==> config.mk <==
export PLATFORM = sky130hd
export DESIGN_NAME = tmvhi_ctrl
export DESIGN_NICKNAME = d
export VERILOG_FILES = /design/src/hw/rtl/tmvhi_pkg.sv /design/src/hw/rtl/tmvhi_ctrl.sv
export SDC_FILE = /design/constraint.sdc
export NUM_CORES = 1
export LEC_CHECK = 0
export BUFFER_PORTS_ARGS = -buffer_cell sky130_fd_sc_hd__buf_2
export CAP_MARGIN = 40
export CORE_ASPECT_RATIO = 0.5
export CORE_MARGIN = 2
export CORE_UTILIZATION = 42
export DETAILED_ROUTE_END_ITERATION = 7
export PLACE_DENSITY = 0.76
export SLEW_MARGIN = 5
export SYNTH_ARGS = -nofsm -noshare
export SYNTH_HDL_FRONTEND = slang
export SYNTH_SLANG_ARGS = --single-unit
==> constraint.sdc <==
create_clock -name clk -period 4.2 [get_ports clk]
set_input_delay 0.21 -clock clk [delete_from_list [all_inputs] [get_ports clk]]
set_output_delay 0.21 -clock clk [all_outputs]
set_load 0.03 [all_outputs]
==> src/hw/rtl/tmvhi_pkg.sv <==
// Shared types, constants and the multiply step table of the tetrahedron volume/heat integrator.
package tmvhi_pkg;

	localparam int COORD_WIDTH_DEF = 16;
	localparam int TEMP_WIDTH_DEF  = 16;

	localparam int MUL_W  = 33;
	localparam int PROD_W = 2 * MUL_W;
	localparam int ACC_W  = 128;
	localparam int VOL_W  = 49;
	localparam int VACC_W = 63;
	localparam int E_W    = 64;
	localparam int STEP_W = 5;

	localparam logic [15:0] DENSITY_RST       = 16'd1000;
	localparam logic [15:0] SPECIFIC_HEAT_RST = 16'd1000;
	localparam logic [5:0]  ENERGY_SHIFT_RST  = 6'd0;

	localparam logic [STEP_W-1:0] STEP_FIRST_A = STEP_W'(0);
	localparam logic [STEP_W-1:0] STEP_LAST_A  = STEP_W'(13);
	localparam logic [STEP_W-1:0] STEP_FIRST_B = STEP_W'(14);
	localparam logic [STEP_W-1:0] STEP_LAST_B  = STEP_W'(17);

	typedef enum logic [1:0] {
		CFG_DENSITY       = 2'd0,
		CFG_SPECIFIC_HEAT = 2'd1,
		CFG_ENERGY_SHIFT  = 2'd2
	} cfg_idx_t;

	typedef enum logic [4:0] {
		MS_NONE,
		MS_DENS_SH,
		MS_AY_BZ,
		MS_AZ_BY,
		MS_AZ_BX,
		MS_AX_BZ,
		MS_AX_BY,
		MS_AY_BX,
		MS_G_MAG,
		MS_CX_XLO,
		MS_CX_XHI,
		MS_CY_YLO,
		MS_CY_YHI,
		MS_CZ_ZLO,
		MS_CZ_ZHI,
		MS_V0_F0,
		MS_V0_F1,
		MS_V1_F0,
		MS_V1_F1
	} mul_sel_t;

	typedef enum logic [1:0] {
		ACC_NONE,
		ACC_LOAD,
		ACC_ADD,
		ACC_SUB
	} acc_op_t;

	typedef enum logic [1:0] {
		SH_0,
		SH_32,
		SH_64
	} acc_sh_t;

	typedef enum logic [2:0] {
		DST_NONE,
		DST_G,
		DST_F,
		DST_XX,
		DST_XY,
		DST_XZ
	} dest_t;

	typedef struct packed {
		mul_sel_t sel;
		acc_op_t  op;
		acc_sh_t  sh;
		dest_t    dest;
	} mstep_t;

	typedef struct packed {
		logic       vtx_wr;
		logic [1:0] vtx_idx;
		logic       latch;
		mstep_t     mstep;
		logic       div_load;
		logic       div_step;
		logic       acc_neg;
		logic       sat;
		logic       out_load;
	} dp_cmd_t;

	typedef enum logic [3:0] {
		S_IN,
		S_MUL_A,
		S_WAIT_A,
		S_DIV_LD,
		S_DIV,
		S_MUL_B,
		S_WAIT_B,
		S_NEG,
		S_SAT,
		S_OUT
	} state_t;

	// divide-by-six runs eight quotient bits per cycle over the |det| width
	function automatic int div_cycles(input int cw);
		return (3 * (cw + 1) + 7) / 8;
	endfunction

	function automatic mstep_t mul_step(input logic [STEP_W-1:0] idx);
		mstep_t s;
		s = '{sel: MS_NONE, op: ACC_NONE, sh: SH_0, dest: DST_NONE};
		case (idx)
			5'd0:  s = '{sel: MS_DENS_SH, op: ACC_LOAD, sh: SH_0,  dest: DST_G};
			5'd1:  s = '{sel: MS_AY_BZ,   op: ACC_LOAD, sh: SH_0,  dest: DST_NONE};
			5'd2:  s = '{sel: MS_AZ_BY,   op: ACC_SUB,  sh: SH_0,  dest: DST_XX};
			5'd3:  s = '{sel: MS_AZ_BX,   op: ACC_LOAD, sh: SH_0,  dest: DST_NONE};
			5'd4:  s = '{sel: MS_AX_BZ,   op: ACC_SUB,  sh: SH_0,  dest: DST_XY};
			5'd5:  s = '{sel: MS_AX_BY,   op: ACC_LOAD, sh: SH_0,  dest: DST_NONE};
			5'd6:  s = '{sel: MS_AY_BX,   op: ACC_SUB,  sh: SH_0,  dest: DST_XZ};
			5'd7:  s = '{sel: MS_G_MAG,   op: ACC_LOAD, sh: SH_0,  dest: DST_F};
			5'd8:  s = '{sel: MS_CX_XLO,  op: ACC_LOAD, sh: SH_0,  dest: DST_NONE};
			5'd9:  s = '{sel: MS_CX_XHI,  op: ACC_ADD,  sh: SH_32, dest: DST_NONE};
			5'd10: s = '{sel: MS_CY_YLO,  op: ACC_ADD,  sh: SH_0,  dest: DST_NONE};
			5'd11: s = '{sel: MS_CY_YHI,  op: ACC_ADD,  sh: SH_32, dest: DST_NONE};
			5'd12: s = '{sel: MS_CZ_ZLO,  op: ACC_ADD,  sh: SH_0,  dest: DST_NONE};
			5'd13: s = '{sel: MS_CZ_ZHI,  op: ACC_ADD,  sh: SH_32, dest: DST_NONE};
			5'd14: s = '{sel: MS_V0_F0,   op: ACC_LOAD, sh: SH_0,  dest: DST_NONE};
			5'd15: s = '{sel: MS_V0_F1,   op: ACC_ADD,  sh: SH_32, dest: DST_NONE};
			5'd16: s = '{sel: MS_V1_F0,   op: ACC_ADD,  sh: SH_32, dest: DST_NONE};
			5'd17: s = '{sel: MS_V1_F1,   op: ACC_ADD,  sh: SH_64, dest: DST_NONE};
			default: s = '{sel: MS_NONE, op: ACC_NONE, sh: SH_0, dest: DST_NONE};
		endcase
		return s;
	endfunction

endpackage

==> src/hw/rtl/tmvhi_ctrl.sv <==
// Controller: vertex counting, step sequencing and output handshake.
module tmvhi_ctrl import tmvhi_pkg::*; #(
	parameter int COORD_WIDTH = COORD_WIDTH_DEF
) (
	input  logic    clk,
	input  logic    arst_n,
	input  logic    in_valid,
	output logic    in_ready,
	output logic    out_valid,
	input  logic    out_ready,
	output dp_cmd_t cmd
);

	localparam int DIV_CYC = div_cycles(COORD_WIDTH);
	localparam logic [STEP_W-1:0] STEP_LAST_DIV = STEP_W'(DIV_CYC - 1);

	state_t            state_q, state_d;
	logic [STEP_W-1:0] step_q, step_d;
	logic [1:0]        vcnt_q, vcnt_d;
	logic              out_valid_q, out_valid_d;

	always_ff @(posedge clk or negedge arst_n) begin
		if (!arst_n) begin
			state_q     <= S_IN;
			step_q      <= '0;
			vcnt_q      <= '0;
			out_valid_q <= 1'b0;
		end else begin
			state_q     <= state_d;
			step_q      <= step_d;
			vcnt_q      <= vcnt_d;
			out_valid_q <= out_valid_d;
		end
	end

	always_comb begin
		state_d  = state_q;
		step_d   = step_q;
		vcnt_d   = vcnt_q;
		in_ready = 1'b0;
		cmd      = '0;
		cmd.vtx_idx = vcnt_q;
		unique case (state_q)
			S_IN: begin
				in_ready = 1'b1;
				if (in_valid) begin
					if (vcnt_q != 2'd3) begin
						cmd.vtx_wr = 1'b1;
						vcnt_d     = vcnt_q + 2'd1;
					end else begin
						cmd.latch = 1'b1;
						vcnt_d    = 2'd0;
						step_d    = STEP_FIRST_A;
						state_d   = S_MUL_A;
					end
				end
			end
			S_MUL_A: begin
				cmd.mstep = mul_step(step_q);
				if (step_q == STEP_LAST_A) begin
					state_d = S_WAIT_A;
				end else begin
					step_d = step_q + STEP_W'(1);
				end
			end
			S_WAIT_A: begin
				state_d = S_DIV_LD;
			end
			S_DIV_LD: begin
				cmd.div_load = 1'b1;
				step_d       = '0;
				state_d      = S_DIV;
			end
			S_DIV: begin
				cmd.div_step = 1'b1;
				if (step_q == STEP_LAST_DIV) begin
					step_d  = STEP_FIRST_B;
					state_d = S_MUL_B;
				end else begin
					step_d = step_q + STEP_W'(1);
				end
			end
			S_MUL_B: begin
				cmd.mstep = mul_step(step_q);
				if (step_q == STEP_LAST_B) begin
					state_d = S_WAIT_B;
				end else begin
					step_d = step_q + STEP_W'(1);
				end
			end
			S_WAIT_B: begin
				state_d = S_NEG;
			end
			S_NEG: begin
				cmd.acc_neg = 1'b1;
				state_d     = S_SAT;
			end
			S_SAT: begin
				cmd.sat = 1'b1;
				state_d = S_OUT;
			end
			S_OUT: begin
				if (!out_valid_q || out_ready) begin
					cmd.out_load = 1'b1;
					state_d      = S_IN;
				end
			end
			default: begin
				state_d = S_IN;
			end
		endcase
	end

	always_comb begin
		if (cmd.out_load) begin
			out_valid_d = 1'b1;
		end else if (out_ready) begin
			out_valid_d = 1'b0;
		end else begin
			out_valid_d = out_valid_q;
		end
	end

	assign out_valid = out_valid_q;

	a_no_overwrite: assert property (@(posedge clk) disable iff (!arst_n)
		cmd.out_load |-> (!out_valid_q || out_ready))
		else $error("pending result overwritten");

	a_load_on_group: assert property (@(posedge clk) disable iff (!arst_n)
		cmd.out_load |-> (vcnt_q == 2'd0))
		else $error("result loaded in the middle of a vertex group");

	a_busy_no_accept: assert property (@(posedge clk) disable iff (!arst_n)
		(cmd.div_step || cmd.mstep.op != ACC_NONE || cmd.sat) |-> !in_ready)
		else $error("input taken while datapath busy");

endmodule

==> impl_metrics.json, run 1 <==
{
  "core_region_area_um2": 2590,
  "synth_edf_count": 0,
  "nFillCells": 243,
  "finalCritPeriodShare": 0.561,
  "tightest_slew_ns": 0.578,
  "yosysTopAreaCell": "dfrtp_1",
  "worst_slack_ns": 1.84,
  "yosys.area.top_type_share": 0.264,
  "yosysWarnings": 0,
  "syn_to_final_growth_pct": 14.8,
  "n_antenna_cell": 0,
  "cts_inserted_buffers": 3,
  "worstPathArrival_ns": 2.15,
  "seq_area_frac_synth": 0.264,
  "p_leak_nw": 0.629,
  "whs_ns": 0.274,
  "cts_tree": "yes",
  "p_sw_mw": 0.512,
  "cap_violations": 0,
  "ys_async_sr_fraction": 1.00,
  "outcome": "finished, final reports clean",
  "portBuffers": 26,
  "slew-limit-headroom": 0.614,
  "numClockSinks": 12,
  "power.density_nw_per_um2": 734,
  "gp_congestion": 0.867,
  "rsz0062_at_grt": "no",
  "num_rows": 13,
  "antenna_found_initial": 0,
  "crit_required_ns": 3.99,
  "synth_area_per_cell_um2": 8.56,
  "vias": 1002,
  "wl_per_cell_um": 12.6,
  "drc": 0,
  "critPathMaxFanout": 11,
  "ant_nets": 0,
  "seq_power_share": 0.255,
  "finalClockSkew_ns": 0.00139,
  "cp_slowest_cell": "dfrtp_1",
  "hold_violations": 0,
  "initial_core_util": 0.440,
  "fin_util": 0.506,
  "synthTopCellsByArea": "dfrtp_1, ha_1, nor2_1",
  "clock_latency_ns": 0.23,
  "ys_seq_elements": 12,
  "synth_cell_types": 50,
  "swShare": 0.534,
  "max-clock-path-buffers": 2,
  "ir_drop_mv": 0.463,
  "ys.flop_type": "dfrtp_1",
  "clk_pin_slew_ns": 0.05,
  "setup_viol": 0,
  "slowest_delay_ns": 0.55,
  "grt_max_degree": 20,
  "path_cells": "inv_1 -> ha_1 -> mux4_2 -> o21a_1 -> nor2_1 -> buf_2",
  "synth_nets": 145,
  "placed_area_um2": 1260,
  "cts_setup_buffers": 0,
  "clockPowerShare": 0.103,
  "cp-start-kind": "register",
  "period_needed_ns": 2.36,
  "hold_path_class": "input pin to register",
  "cts-root-buf": "clkbuf_8",
  "grt_pass1_wl_um": 3810,
  "h-tree-depth": 1,
  "die_h_um": 40.8,
  "postLayoutCellArea_um2": 1310,
  "die-area_um2": 3170,
  "synthesis.area_um2": 1140,
  "worstSetupPathType": "register to output port",
  "die_w_um": 77.6,
  "nets": 166,
  "grt_use_total": 0.157,
  "hpwl_um": 1790,
  "crit_family": "flip-flops",
  "drt_wl_total_um": 2370,
  "boundaryPins": 27,
  "grt_pass1_vias": 859,
  "place_worst_setup_slack_ns": 2.10,
  "first_pass_iters": 4,
  "pwr-share-comb": 0.641,
  "p_int_mw": 0.447,
  "routed_via_density": 5.30,
  "drtIter0Drc": 50,
  "synthCells": 133,
  "final.setup.tns_ns": 0,
  "grt.overflow.total": 0,
  "crit_buf_inv": 2,
  "drive_gt1_frac": 0.250,
  "fmax_mhz": 424,
  "endpoint_kind": "output port",
  "drv_slew": 0
}
==> through the flow <==
stage | std cells | total power [mW]
2_1_floorplan | 133 | 0.727
3_3_place_gp | 185 | 0.853
3_5_place_dp | 185 | 0.860
4_1_cts | 189 | 0.967
5_1_grt | 189 | 1.03
6_report | 189 | 0.959
==> metal layers <==
| metal | vias to the layer above | wire (um) | global-route usage | part of all wire |
|---|---|---|---|---|
| li1 | 515 | - | - | - |
| met1 | 460 | 1190 | 0.201 | 0.50 |
| met2 | 25 | 1060 | 0.269 | 0.45 |
| met3 | 2 | 110 | 0.0330 | 0.046 |
| met4 | 0 | 19 | 0.0670 | 0.0080 |
| met5 | - | 0 | 0 | 0 |
==> flip-flops by register name (all words and copies together), names as in the netlist <==
register   count
state_q        4
out_valid      1
step_q         5
vcnt_q         2
==> area by class of cell <==
| class | instances | area [um2] | area share |
|---|---|---|---|
| clock buffer | 3 | 41.3 | 0.0316 |
| inverter | 8 | 30.0 | 0.0230 |
| multi-input combinational | 102 | 749 | 0.573 |
| sequential | 12 | 300 | 0.230 |
| tap | 37 | 46.3 | 0.0354 |
| timing repair buffer | 27 | 140 | 0.107 |
==> worst paths after layout <==
check	slack (ns)	depth (start not counted)	from	endpoint
worst max-delay path	1.84	6	step_q[0]	cmd[11]
worst min-delay path	0.27	3	in_valid	state_q[0]
worst max register to register	2.14	6	step_q[0]	step_q[4]
worst min register to register	0.53	1	vcnt_q[1]	vcnt_q[1]
max in group asynchronous	3.60	2	arst_n	vcnt_q[1]
min in group asynchronous	0.39	2	arst_n	step_q[4]
==> power by group through the flow <==
stage          sequential (mW)  combinational (mW)  clock, mW
2_1_floorplan            0.205               0.522          0
3_3_place_gp             0.242               0.611          0
3_5_place_dp             0.245               0.614          0
4_1_cts                  0.244               0.621      0.102
5_1_grt                  0.257               0.669      0.109
6_report                 0.245               0.615     0.0990
==> layout by cell type, fill, tap and decap left out, types with 3 or more instances in the layout <==
cell and instances:
mux2i_1 4, o21ai_0 5, dfrtp_1 12, a211oi_1 3, nand2_1 8, nand2b_1 6
a21oi_1 3, buf_2 26, nor3_1 4, inv_1 7, nand3_1 4, nor2_1 14
ha_1 8, clkbuf_8 3
==> what timing repair did <==
item,CTS,global route
hold endpoints to repair,12,0
hold buffers,1,0
gates resized for setup,0,0
setup endpoints to repair,0,0
==> logic make-up after synthesis <==
family,count (synthesis),share of synthesized area
AOI/OAI and AO/OA,32,0.204
adders and majority gates,8,0.0879
xor gates and xnor gates,2,0.0154
muxes,7,0.0747
buffers and inverters,19,0.0780
DFF,12,0.264
and+or+nand+nor,53,0.276
==> worst reg2reg max path: stages, from the launching register on <==
cell and delay [ns]:
dfrtp_1 0.50, inv_1 0.19, ha_1 0.25, nor4bb_1 0.48, o21ai_2 0.13, a211oi_1 0.25
o32ai_1 0.13
==> cell usage after synthesis (all sizes together), types with 2 or more instances <==
cell type / number
dfrtp: 12
buf: 5
o31ai: 2
ha: 8
a211oi: 4
nand4bb: 2
o21a: 2
a31oi: 2
clkbuf: 6
nor2: 14
nor4b: 2
nand3: 4
a21oi: 3
a211o: 2
inv: 8
o21ai: 6
nand2: 8
o21bai: 2
nand2b: 6
mux2i: 4
mux2: 2
nor2b: 2
nor3: 4
a21o: 2
Note: power is estimated with default switching activity, not from simulation.
==> inputs of run 2 (changes only) <==
--- a/config.mk
+++ b/config.mk
@@ -11,7 +11,7 @@
 export CORE_MARGIN = 2
 export CORE_UTILIZATION = 42
 export DETAILED_ROUTE_END_ITERATION = 7
-export PLACE_DENSITY = 0.76
+export PLACE_DENSITY = 0.78
 export SLEW_MARGIN = 5
 export SYNTH_ARGS = -nofsm -noshare
 export SYNTH_HDL_FRONTEND = slang
==> constraint.sdc (replaced) <==
create_clock -name clk -period 2 [get_ports clk]
set_input_delay 0.1 -clock clk [delete_from_list [all_inputs] [get_ports clk]]
set_output_delay 0.1 -clock clk [all_outputs]
set_load 0.03 [all_outputs]
==> run 2 against run 1 <==
Against the previous run: design area increased by 11%; register-to-register slack got worse by 2.0 ns; global-route usage increased by 2.5 points.
==> impl_metrics.json, run 2 (synthesized netlist as in run 1, its figures left out) <==
{
  "setup_viol": 0,
  "finalCritPeriodShare": 0.952,
  "routed_via_density": 5.39,
  "met3_usage": 0.0264,
  "final_common_cell": "buf_2",
  "first_pass_iters": 5,
  "vias": 1088,
  "grt_pass1_vias": 933,
  "worstReg2RegEnd": "step_q[1]",
  "syn_to_final_growth_pct": 27.9,
  "gp_congestion": 0.848,
  "nFillCells": 247,
  "finalClockSkew_ns": 0.00564,
  "boundaryPins": 27,
  "placed_cells": 194,
  "largest_register_ffs": 5,
  "hp-start": "in_valid",
  "initial_core_util": 0.440,
  "wl_per_cell_um": 13.8,
  "clk_pin_slew_ns": 0.06,
  "fmax_mhz": 525,
  "hpwl_um": 2030,
  "reg2reg_depth": 6,
  "drt_wl_total_um": 2780,
  "worstPathArrival_ns": 1.80,
  "rsz0062_at_grt": "yes",
  "nets": 178,
  "num_rows": 13,
  "n_antenna_cell": 0,
  "cts_inserted_buffers": 3,
  "crit_required_ns": 1.90,
  "core_region_area_um2": 2590,
  "die_h_um": 40.8,
  "r2r_start": "step_q[0]",
  "grt.overflow.total": 0,
  "top_usage_layer": "met2",
  "clock_latency_ns": 0.24,
  "placed_area_um2": 1350,
  "period_needed_ns": 1.90,
  "max-clock-path-buffers": 2,
  "drc": 0,
  "grt_max_degree": 15,
  "crit_family": "multiplexers",
  "final-instance-count-excl-fill": 202,
  "grt_pass1_wl_um": 4470,
  "ir_drop_mv": 0.824,
  "cts_tree": "yes",
  "endpoint_kind": "output port",
  "h-tree-depth": 1,
  "cap_violations": 0,
  "ant_nets": 0,
  "path_cells": "inv_2 -> ha_4 -> inv_2 -> mux4_2 -> o21a_1 -> nor2_1 -> buf_4",
  "hold_violations": 0,
  "grt_use_total": 0.182,
  "crit_buf_inv": 3,
  "hold_path_class": "input pin to register",
  "p_leak_nw": 0.700,
  "met2_usage": 0.332,
  "place_worst_setup_slack_ns": 0.161,
  "numClockSinks": 12,
  "cp_slowest_cell": "mux4_2",
  "layout_common_cells": "buf_2, nor2_1, buf_4, dfrtp_1, nand2_1",
  "hold-path-endpoint": "state_q[0]",
  "portBuffers": 26,
  "drtIter0Drc": 64,
  "cts-root-buf": "clkbuf_8",
  "drv_slew": 0,
  "tightest_slew_ns": 0.469,
  "postLayoutCellArea_um2": 1460,
  "worst_slack_ns": 0.0960,
  "die_w_um": 77.6,
  "drive_gt1_frac": 0.358,
  "slowest_delay_ns": 0.43,
  "antenna_found_initial": 0,
  "r2r_slack_ns": 0.15,
  "slew-limit-headroom": 0.687,
  "critPathMaxFanout": 4,
  "top_regs": "step_q x5, state_q x4, vcnt_q x2",
  "worstSetupPathType": "register to output port",
  "regMostFlops": "step_q",
  "gr-usage-met1": 0.252,
  "outcome": "finished, final reports clean",
  "min_path_cells": 3,
  "cp_common_cell": "inv_2",
  "die-area_um2": 3170,
  "cp-start-kind": "register",
  "power.density_nw_per_um2": 1580
}
run 2: routing by layer:
metal | share of wire | up-vias
met2 | 0.46 | 33
li1 | - | 543
met3 | 0.053 | 0
met4 | 0 | 0
met1 | 0.49 | 512
met5 | 0 | -
run 2: how the worst max path moves through the flow:
stage | depth (start not counted) | end | slack, ns | startpoint
finish | 7 | cmd[11] | 0.1 | step_q[0]
global route | 7 | cmd[11] | -0.02 | step_q[0]
CTS | 6 | cmd[11] | 0.01 | step_q[1]
floorplan | 5 | cmd[5] | -0.13 | state_q[3]
global placement | 7 | cmd[11] | 0.24 | step_q[0]
detailed placement | 7 | cmd[11] | 0.16 | step_q[0]
run 2: timing repair:
action,CTS,global route
hold endpoints to repair,12,0
setup endpoints to repair,1,2
setup buffers,0,3
gates resized for setup,4,5
hold buffers,1,0
pin swaps,0,1
run 2: power breakdown:
| group | internal, mW | switching (mW) |
|---|---|---|
| registers | 0.324 | 0.127 |
| clock network | 0.174 | 0.0898 |
| logic | 0.627 | 0.962 |
run 2: stage by stage:
step                      hold slack, ns  power (mW)  TNS, ns   util
after floorplan                   -0.196        1.56   -0.436      -
after global placement          0.000392        1.90        0  0.521
after detailed placement         0.00243        1.93        0  0.521
after CTS                          0.167        2.22        0  0.549
after global routing               0.189        2.48  -0.0218  0.563
final                              0.167        2.30        0  0.563
run 2: layout make-up:
type	count	area, um2	area share
inverter	8	30.0	0.0206
clock buffer	4	55.1	0.0378
timing repair buffer	39	233	0.160
multi-input combinational	102	791	0.543
tap	37	46.3	0.0318
sequential	12	302	0.207
run 2: worst register-to-register path, stage by stage (launching register included):
cell and delay [ns]:
dfrtp_1 0.38, buf_4 0.20, ha_1 0.22, inv_1 0.10
a211oi_2 0.44, nor2_1 0.17, mux2i_1 0.23
==> inputs of run 3 (changes only) <==
--- a/config.mk
+++ b/config.mk
@@ -7,11 +7,12 @@
 export LEC_CHECK = 0
 export BUFFER_PORTS_ARGS = -buffer_cell sky130_fd_sc_hd__buf_2
 export CAP_MARGIN = 40
-export CORE_ASPECT_RATIO = 0.5
-export CORE_MARGIN = 2
+export CORE_ASPECT_RATIO = 1.4
+export CORE_MARGIN = 3
 export CORE_UTILIZATION = 42
 export DETAILED_ROUTE_END_ITERATION = 7
 export PLACE_DENSITY = 0.78
+export RECOVER_POWER = 100
 export SLEW_MARGIN = 5
 export SYNTH_ARGS = -nofsm -noshare
 export SYNTH_HDL_FRONTEND = slang
==> run 3 against run 2 <==
Against the previous run: clock skew decreased by 0.0048 ns; wire length increased by 7.3%; register-to-register slack gained 0.05 ns; largest power group unchanged; highest routed layer is now met4.
==> impl_metrics.json, run 3 (synthesized netlist as in run 1, its figures left out) <==
{
  "worstPathArrival_ns": 1.90,
  "grt_pass1_vias": 1101,
  "boundaryPins": 27,
  "clock_latency_ns": 0.28,
  "die-area_um2": 3380,
  "drive_gt1_frac": 0.325,
  "crit_family": "multiplexers",
  "setup_viol": 0,
  "p_leak_nw": 0.673,
  "ir_drop_mv": 1.07,
  "cp-start-kind": "register",
  "grt_pass1_wl_um": 4950,
  "p_int_mw": 1.10,
  "grt_use_total": 0.195,
  "cts_inserted_buffers": 3,
  "drtIter0Drc": 22,
  "cts_tree": "yes",
  "die_h_um": 67.6,
  "hold_path_class": "input pin to register",
  "hold_violations": 0,
  "top_regs": "step_q x5, state_q x4, vcnt_q x2",
  "finalCritPeriodShare": 0.999,
  "period_needed_ns": 2.00,
  "portBuffers": 26,
  "clk_pin_slew_ns": 0.08,
  "clockPowerShare": 0.088,
  "swShare": 0.525,
  "slowest_delay_ns": 0.45,
  "nets": 182,
  "multiInputGateArea_um2": 798,
  "cap_violations": 0,
  "final.setup.tns_ns": 0,
  "drt_wl_total_um": 2980,
  "endpoint_kind": "output port",
  "gp_congestion": 0.935,
  "seq_power_share": 0.198,
  "max-clock-path-buffers": 2,
  "nFillCells": 224,
  "whs_ns": 0.109,
  "worstSetupPathType": "register to output port",
  "cp_slowest_cell": "mux4_2",
  "crit_buf_inv": 2,
  "hp-start": "in_valid",
  "slew-limit-headroom": 0.547,
  "outcome": "finished, final reports clean",
  "crit_required_ns": 1.90,
  "h-tree-depth": 1,
  "num_rows": 21,
  "vias": 1142,
  "numClockSinks": 12,
  "critPathMaxFanout": 5,
  "rsz0062_at_grt": "yes",
  "layout_common_cells": "buf_4, nor2_1, clkbuf_1, buf_2, dfrtp_1",
  "drv_slew": 0,
  "finalClockSkew_ns": 0.000853,
  "seq_area_um2": 304,
  "r2r_start": "step_q[0]",
  "regMostFlops": "step_q",
  "ant_nets": 0,
  "tightest_slew_ns": 0.679,
  "final_common_cell": "buf_4",
  "cts-root-buf": "clkbuf_4",
  "fmax_mhz": 501,
  "pwr-share-comb": 0.714,
  "path_cells": "inv_2 -> ha_2 -> mux4_2 -> o21a_1 -> nor2_1 -> buf_4",
  "core_region_area_um2": 2500,
  "initial_core_util": 0.456,
  "hpwl_um": 2180,
  "die_w_um": 50.0,
  "n_antenna_cell": 0,
  "first_pass_iters": 4,
  "finalPower_mw": 2.31,
  "power.density_nw_per_um2": 1570,
  "wl_per_cell_um": 14.7,
  "crit_start": "step_q[1]",
  "largest_register_ffs": 5,
  "grt.overflow.total": 0,
  "grt_max_degree": 15,
  "antenna_found_initial": 0,
  "routed_via_density": 5.63,
  "syn_to_final_growth_pct": 29.1,
  "drc": 0,
  "p_sw_mw": 1.21
}
-- run 3: power groups by stage --
| stage | Combinational (mW) | Sequential (mW) | Clock (mW) |
|---|---|---|---|
| floorplan | 1.13 | 0.430 | 0 |
| global placement | 1.48 | 0.440 | 0 |
| detailed placement | 1.49 | 0.450 | 0 |
| CTS | 1.60 | 0.444 | 0.206 |
| global route | 1.78 | 0.471 | 0.221 |
| finish | 1.65 | 0.456 | 0.203 |
-- run 3: layer usage --
layer  wire (um)  GRT usage  vias to the layer above  share of wire
met4          79      0.142                        0          0.027
li1            -          -                      557              -
met5           0          0                        -              0
met3         116     0.0221                        6          0.039
met2        1590      0.366                       40           0.53
met1        1200      0.196                      539           0.40
-- run 3: worst reg2reg max path: cells and delay by family, from the launching register on --
| family | cells | cell delay, ns |
|---|---|---|
| compound gates | 1 | 0.45 |
| fa+ha+maj | 1 | 0.22 |
| simple gates | 1 | 0.17 |
| mux | 1 | 0.15 |
| buf+inv | 2 | 0.30 |
| flops | 1 | 0.40 |
-- run 3: stage by stage --
| stage | setup slack [ns] | instances | cell area [um2] | utilization |
|---|---|---|---|---|
| final | 0.00268 | 203 | 1470 | 0.589 |
| after CTS | 0.00707 | 199 | 1440 | 0.577 |
| after global routing | -0.0786 | 203 | 1470 | 0.589 |
| after detailed placement | 0.188 | 192 | 1350 | 0.541 |
| after global placement | 0.231 | 192 | 1350 | 0.541 |
| after floorplan | -0.130 | 133 | 1160 | - |
-- run 3: path summary, 6_finish.rpt --
path	slack (ns)	depth (start not counted)	end
max	0.003	6	cmd[11]
min	0.11	3	state_q[0]
max reg2reg	0.20	6	step_q[0]
min reg2reg	0.50	1	state_q[1]
max in group asynchronous	1.17	2	state_q[3]
min in group asynchronous	0.36	2	state_q[1]
-- run 3: repair_timing --
| action | 4_1_cts | 5_1_grt |
|---|---|---|
| hold buffers | 1 | 0 |
| pin swaps | 0 | 1 |
| gates resized for setup | 10 | 8 |
| endpoints found under the hold margin | 12 | 0 |
| setup buffers | 2 | 4 |
| cloned | 0 | 0 |
| setup endpoints to repair | 4 | 8 |
-- run 3: area by class of cell --
type                    count  area share
clock buffers               4      0.0247
inverters                   8      0.0221
multi-input cells         102       0.543
flip-flops and latches     12       0.207
well taps                  34      0.0289
repair buffers             43       0.174
